==> src/rtl/core/cart_pole_euler_step_defines.svh <==
// Assertion macros shared by the cart-pole plant model RTL.
`ifndef CART_POLE_EULER_STEP_DEFINES_SVH
`define CART_POLE_EULER_STEP_DEFINES_SVH

// Implication checked on every clock edge outside reset.
`define CPE_ASSERT_IMPL(label, clk, rst_n, ante, cons, msg) \
  label: assert property (@(posedge clk) disable iff (!rst_n) (ante) |-> (cons)) \
    else $error(msg);

// Next-cycle implication checked outside reset.
`define CPE_ASSERT_NEXT(label, clk, rst_n, ante, cons, msg) \
  label: assert property (@(posedge clk) disable iff (!rst_n) (ante) |=> (cons)) \
    else $error(msg);

`endif

==> src/rtl/core/cpe_pkg.sv <==
// Package with the constants, types and helpers of the cart-pole plant model.
`timescale 1ns / 1ps
package cpe_pkg;

  localparam int unsigned CordicSteps = 16;
  localparam int unsigned CordicCntW  = $clog2(CordicSteps + 1);

  localparam logic signed [31:0] QMax     = 32'sh7FFF_FFFF;
  localparam logic signed [31:0] QMin     = 32'sh8000_0000;
  localparam logic signed [31:0] GAcc     = -32'sd642908;
  localparam logic signed [31:0] TwoPiQ   = 32'sd411775;
  localparam logic signed [31:0] PiQ      = 32'sd205887;
  localparam logic signed [31:0] HalfPiQ  = 32'sd102944;
  localparam logic signed [33:0] CordGain = 34'sd652032874;

  localparam logic [0:0] FuncStep = 1'b0;
  localparam logic [0:0] FuncLoad = 1'b1;

  localparam logic [1:0] RegMass   = 2'd0;
  localparam logic [1:0] RegCart   = 2'd1;
  localparam logic [1:0] RegLength = 2'd2;
  localparam logic [1:0] RegDamp   = 2'd3;

  // Operations of the shared arithmetic unit.
  typedef enum logic [1:0] {
    OpAdd = 2'd0,
    OpSub = 2'd1,
    OpMul = 2'd2,
    OpDiv = 2'd3
  } alu_op_e;

  typedef struct packed {
    logic    start;
    alu_op_e op;
  } alu_ctl_t;

  typedef struct packed {
    logic busy;
    logic done;
    logic clip;
  } alu_sts_t;

  function automatic logic [29:0] atan_q30(input logic [4:0] idx);
    logic [29:0] r;
    case (idx)
      5'd0: r = 30'd843314856;  5'd1: r = 30'd497837829;
      5'd2: r = 30'd263043836;  5'd3: r = 30'd133525158;
      5'd4: r = 30'd67021686;   5'd5: r = 30'd33543515;
      5'd6: r = 30'd16775850;   5'd7: r = 30'd8388437;
      5'd8: r = 30'd4194282;    5'd9: r = 30'd2097149;
      5'd10: r = 30'd1048575;   5'd11: r = 30'd524287;
      5'd12: r = 30'd262143;    5'd13: r = 30'd131071;
      5'd14: r = 30'd65535;     5'd15: r = 30'd32767;
      5'd16: r = 30'd16383;     5'd17: r = 30'd8191;
      5'd18: r = 30'd4095;      5'd19: r = 30'd2047;
      5'd20: r = 30'd1023;      5'd21: r = 30'd511;
      5'd22: r = 30'd255;       5'd23: r = 30'd127;
      5'd24: r = 30'd63;        5'd25: r = 30'd31;
      5'd26: r = 30'd15;        5'd27: r = 30'd8;
      5'd28: r = 30'd4;         5'd29: r = 30'd2;
      5'd30: r = 30'd1;         default: r = 30'd0;
    endcase
    return r;
  endfunction

endpackage

==> src/rtl/core/cpe_alu.sv <==
// Shared Q16.16 arithmetic unit: saturating add, subtract, multiply, divide.
`timescale 1ns / 1ps
`include "cart_pole_euler_step_defines.svh"
module cpe_alu (
  input  logic                clk_i,
  input  logic                rst_ni,
  input  cpe_pkg::alu_ctl_t   ctl_i,
  input  logic signed [31:0]  a_i,
  input  logic signed [31:0]  b_i,
  output cpe_pkg::alu_sts_t   sts_o,
  output logic signed [31:0]  res_o
);

  // Multiply goes through a product register, then shift and clip.
  // Divide is restoring, one quotient bit per cycle over 48 bits.
  localparam logic [2:0] SIdle = 3'd0;
  localparam logic [2:0] SMul  = 3'd1;
  localparam logic [2:0] SDiv  = 3'd2;
  localparam logic [2:0] SDone = 3'd3;
  localparam logic [2:0] SDivF = 3'd4;

  logic [2:0]         state_q, state_d;
  logic signed [63:0] prod_q, prod_d;
  logic [47:0]        num_q, num_d;
  logic [32:0]        rem_q, rem_d;
  logic [31:0]        den_q, den_d;
  logic [5:0]         cnt_q, cnt_d;
  logic               nneg_q, nneg_d, dneg_q, dneg_d, nz_q, nz_d;
  logic signed [31:0] res_q, res_d;
  logic               clip_q, clip_d;

  logic signed [32:0] sum;
  logic signed [47:0] shr;
  logic [32:0]        trial;
  logic [48:0]        qmag;

  always_comb begin
    state_d = state_q; prod_d = prod_q; num_d = num_q; rem_d = rem_q;
    den_d = den_q; cnt_d = cnt_q; nneg_d = nneg_q; dneg_d = dneg_q;
    nz_d = nz_q; res_d = res_q; clip_d = clip_q;
    sum = '0; shr = '0; trial = '0; qmag = '0;
    case (state_q)
      SIdle: begin
        if (ctl_i.start) begin
          clip_d = 1'b0;
          case (ctl_i.op)
            cpe_pkg::OpAdd, cpe_pkg::OpSub: begin
              sum = (ctl_i.op == cpe_pkg::OpAdd) ? (33'(a_i) + 33'(b_i))
                                                  : (33'(a_i) - 33'(b_i));
              if (sum > 33'sd2147483647) begin
                res_d = cpe_pkg::QMax; clip_d = 1'b1;
              end else if (sum < -33'sd2147483648) begin
                res_d = cpe_pkg::QMin; clip_d = 1'b1;
              end else begin
                res_d = sum[31:0];
              end
              state_d = SDone;
            end
            cpe_pkg::OpMul: begin
              prod_d  = 64'(a_i) * 64'(b_i);
              state_d = SMul;
            end
            default: begin
              nneg_d = a_i[31];
              dneg_d = b_i[31];
              nz_d   = (a_i != 32'sd0);
              num_d  = {(a_i[31] ? 32'(-33'(a_i)) : a_i), 16'd0};
              den_d  = b_i[31] ? 32'(-33'(b_i)) : b_i;
              rem_d  = '0;
              cnt_d  = 6'd48;
              state_d = (b_i == 32'sd0) ? SDivF : SDiv;
            end
          endcase
        end
      end
      SMul: begin
        shr = prod_q[63:16];
        if (shr > 48'sd2147483647) begin
          res_d = cpe_pkg::QMax; clip_d = 1'b1;
        end else if (shr < -48'sd2147483648) begin
          res_d = cpe_pkg::QMin; clip_d = 1'b1;
        end else begin
          res_d = shr[31:0];
        end
        state_d = SDone;
      end
      SDiv: begin
        trial = {rem_q[31:0], num_q[47]};
        num_d = {num_q[46:0], 1'b0};
        if (trial >= {1'b0, den_q}) begin
          rem_d = trial - {1'b0, den_q};
          num_d[0] = 1'b1;
        end else begin
          rem_d = trial;
        end
        cnt_d = cnt_q - 6'd1;
        if (cnt_q == 6'd1) state_d = SDivF;
      end
      SDivF: begin
        if (den_q == 32'd0) begin
          clip_d = nz_q;
          res_d  = !nz_q ? 32'sd0 : (nneg_q ? cpe_pkg::QMin : cpe_pkg::QMax);
        end else begin
          qmag = {1'b0, num_q};
          if (nneg_q ^ dneg_q) begin
            if (qmag > 49'd2147483648) begin
              res_d = cpe_pkg::QMin; clip_d = 1'b1;
            end else begin
              res_d = 32'(-qmag);
            end
          end else if (qmag > 49'd2147483647) begin
            res_d = cpe_pkg::QMax; clip_d = 1'b1;
          end else begin
            res_d = qmag[31:0];
          end
        end
        state_d = SDone;
      end
      SDone: state_d = SIdle;
      default: state_d = SIdle;
    endcase
  end

  always_ff @(posedge clk_i or negedge rst_ni) begin
    if (!rst_ni) begin
      state_q <= SIdle;
      clip_q  <= 1'b0;
    end else begin
      state_q <= state_d;
      clip_q  <= clip_d;
    end
  end

  always_ff @(posedge clk_i) begin
    prod_q <= prod_d; num_q <= num_d; rem_q <= rem_d; den_q <= den_d;
    cnt_q <= cnt_d; nneg_q <= nneg_d; dneg_q <= dneg_d; nz_q <= nz_d;
    res_q <= res_d;
  end

  assign res_o      = res_q;
  assign sts_o.busy = (state_q != SIdle);
  assign sts_o.done = (state_q == SDone);
  assign sts_o.clip = clip_q;

  `CPE_ASSERT_IMPL(a_no_start_busy, clk_i, rst_ni, sts_o.busy, !ctl_i.start,
                   "alu started while busy")
  `CPE_ASSERT_NEXT(a_done_idle, clk_i, rst_ni, sts_o.done, !sts_o.done,
                   "alu done held two cycles")
  `CPE_ASSERT_NEXT(a_start_busy, clk_i, rst_ni, ctl_i.start, sts_o.busy,
                   "alu not busy after start")

endmodule

==> config.mk <==
export PLATFORM = sky130hd
export DESIGN_NAME = cpe_alu
export DESIGN_NICKNAME = d
export VERILOG_FILES = /design/src/rtl/core/cpe_pkg.sv /design/src/rtl/core/cpe_alu.sv
export VERILOG_INCLUDE_DIRS = /design/src /design/src/rtl/core
export SDC_FILE = /design/constraint.sdc
export NUM_CORES = 2
export LEC_CHECK = 0
export BUFFER_PORTS_ARGS = -buffer_cell sky130_fd_sc_hd__buf_2
export CAP_MARGIN = 20
export CORE_ASPECT_RATIO = 1.25
export CORE_MARGIN = 8
export CORE_UTILIZATION = 35
export DETAILED_ROUTE_END_ITERATION = 6
export GPL_ROUTABILITY_DRIVEN = 0
export SLEW_MARGIN = 15
export SYNTH_ARGS = -nofsm -noshare
export SYNTH_HDL_FRONTEND = slang
export SYNTH_SLANG_ARGS = --single-unit
export TNS_END_PERCENT = 5
==> constraint.sdc <==
create_clock -name clk_i -period 4.3 [get_ports clk_i]
set_clock_uncertainty 0.15 [all_clocks]
set_input_delay 0.645 -clock clk_i [delete_from_list [all_inputs] [get_ports clk_i]]
set_output_delay 0.645 -clock clk_i [all_outputs]
set_load 0.005 [all_outputs]
==> metrics.cfg <==
[run_status]
violations=negative setup slack
outcome=finished with violations

[synth]
seq_area_frac_synth_pct=12.17
async_flop_share_pct=1.951
ys_ff_latch=205
syn_avg_cell_area_sq_um=9.230
yosysUniqueCellTypes=91
yosys_warnings=0
ys_top_cells_by_area=fa_1, edfxtp_1, inv_1
synth-edff-count=201
syn_inst=5463
syn-cell-area_sq_mm=0.05042
synth_top_cell_by_area=fa_1
yosys.area.top_type_share_pct=43.00
ys.flop_type=edfxtp_1
synth_fp_nets=6864

[floorplan]
die_area_sq_mm=0.1565
core_sq_mm=0.1429
initial_utilization_pct=35.28
die-height_um=440.4
die_x_um=355.5
std_cell_rows=155
top_level_ports=104

[worst_hold_path]
hold_path_class=in2reg

[sta]
min_period_ps=7502
setup_viol=81
fin_crit_sh_pct=174.5
relSlewSlack_pct=22.56
worst_slew_pin_slew_ps=1158
fin_ws_ps=-3202
final-hold-violation-count=0
whs_ps=281.0
slew_violations=0
rsz0062_at_grt=yes
fmax_mhz=133.3

[detailed_routing]
routed_via_density=5.075
drc_errors=0
post_drt_wl_per_cell_um=20.96
wl_um=165600
drt_iter0_markers=2563
drt-pass1-iter-count=6
drtAntennaViolNets=0
vias=40095

[grt]
grt_pass1_vias=44327
grt_overflow_total=0
track_usage_pct=21.23
antenna_found_initial=12
grt_max_degree=55
grt_pass1_wl_um=257100

[clock_tree]
numClockSinks=205
clk_pin_slew_ps=60
cts_tree=built
cts_buffer_depth=3
cts_max_level=1
cts_root_buf=clkbuf_16
numCtsBuffers=24
clock_latency_ps=550

[critical_path]
cp_max_fo=19
crit_arrival_ps=7650
crit_required_ps=4440
cp-end-kind=register
worst_setup_path_start_kind=input pin
criticalPathCategory=in2reg
rrSetupSlack_ps=360

[placed_design]
dp_hpwl_um=139200
io_buffers=103
postPlaceCellArea_sq_mm=0.05805

[finish]
fin_area_sq_mm=0.06101
layout_common_cells=inv_1, fa_1, nand2_1, buf_4, and2_1
fin_nets=7394
layout_commonest_cell=inv_1
areaGrowthSynthToFinish_pct=21.00
drive_gt1_share_pct=18.88

[job]
drv_cap=0

## metrics by stage
step	util [%]	worst slack (ps)	instances	TNS [ps]
floorplan	-	-3835	5463	-192450
global placement	40.61	-4180	7816	-248270
detailed placement	40.61	-4289	7816	-252630
CTS	42.28	-3169	7889	-168900
global route	42.68	-3404	7900	-183710
finish	42.68	-3202	7901	-167920
## what timing repair did
action | in CTS | in global routing
setup endpoints to repair | 81 | 81
hold endpoints to repair | 4 | 0
hold buffers | 1 | 0
cloned | 2 | 1
setup buffers | 27 | 5
pin swaps | 119 | 62
resized for setup | 333 | 108
## per-layer routing
metal,vias up,track usage [%],share of wire (%)
met1,20510,23.98,37
met2,1246,37.93,51
met5,-,0,0
met3,488,2.269,4.7
met4,0,13.71,8.1
li1,17851,-,-
## registers in the layout (all words and copies together) (netlist names)
name / flops
nz_q: 1
cnt_q: 6
rem_q: 32
res_o: 32
nneg_q: 1
state_q: 3
num_q: 48
dneg_q: 1
prod_q: 48
den_q: 32
clip_q: 1
## cells in the mapped netlist, types with 11 or more instances
library cell / count
ha_1: 249
xor2_1: 72
a211oi_1: 17
o21bai_1: 23
buf_2: 11
a21o_1: 45
nand3_1: 64
edfxtp_1: 201
o21a_1: 21
and2_1: 501
a21oi_1: 191
nand4_1: 25
o21ai_0: 174
nor2_1: 113
a31oi_1: 48
and3_1: 31
nor4_1: 28
inv_1: 1056
clkbuf_1: 281
or3_1: 25
nand2_1: 751
fa_1: 1083
o31ai_1: 25
nand2b_1: 38
nor3_1: 37
nor2b_1: 32
buf_1: 26
or4_1: 11
or2_2: 12
xnor2_1: 129
## cell families (layout without fill, tap and decap cells)
group	after synthesis	after routing	share of synthesized area, %
flip-flops	205	205	12.17
other	0	6	0
multiplexers	6	6	0.1241
adder cells (fa/ha/maj)	1334	1334	49.22
buffers and inverters	1379	1927	10.35
XOR/XNOR	201	201	3.491
AND/OR/NAND/NOR	1702	1702	16.81
AO/OA/AOI/OAI	636	636	7.839
## cell type report
type                            instances  area, sq um
Multi-Input combinational cell       3879        40360
Tap cell                             1884         2357
Timing Repair Buffer                  827         7332
Antenna cell                            6        15.01
Fill cell                           13833        81920
Inverter                             1056         3979
Clock buffer                           26        629.4
Sequential cell                       205         6136
Clock inverter                         18        201.4
## path summary, 6_finish.rpt
check / from / to / depth (start not counted)
worst max-delay path: b_i[5] / prod_q[56] / 27
worst min register to register: num_q[45] / num_q[46] / 2
max in group asynchronous: rst_ni / state_q[1] / 2
min in group asynchronous: rst_ni / clip_q / 2
worst min-delay path: ctl_i[0] / state_q[0] / 3
worst max register to register: num_q[0] / res_o[12] / 12
## critical path, stage by stage
cell and delay (ps):
buf_8 140, buf_4 150, nand2_2 80, inv_1 70
fa_1 600, inv_2 50, buf_4 150, fa_1 490
inv_1 50, fa_2 540, fa_1 440, fa_1 520
fa_1 430, fa_1 470, fa_1 600, ha_4 220
and4_1 160, and3_4 170, nor2b_1 120, a211o_1 290
a21oi_2 210, o31ai_4 140, a211oi_4 320, buf_4 160
o21ai_1 70, a21o_1 170, xor2_1 150
Power is not shown: default switching activity piles up to over one toggle a cycle in this logic, so the estimate is an artifact.
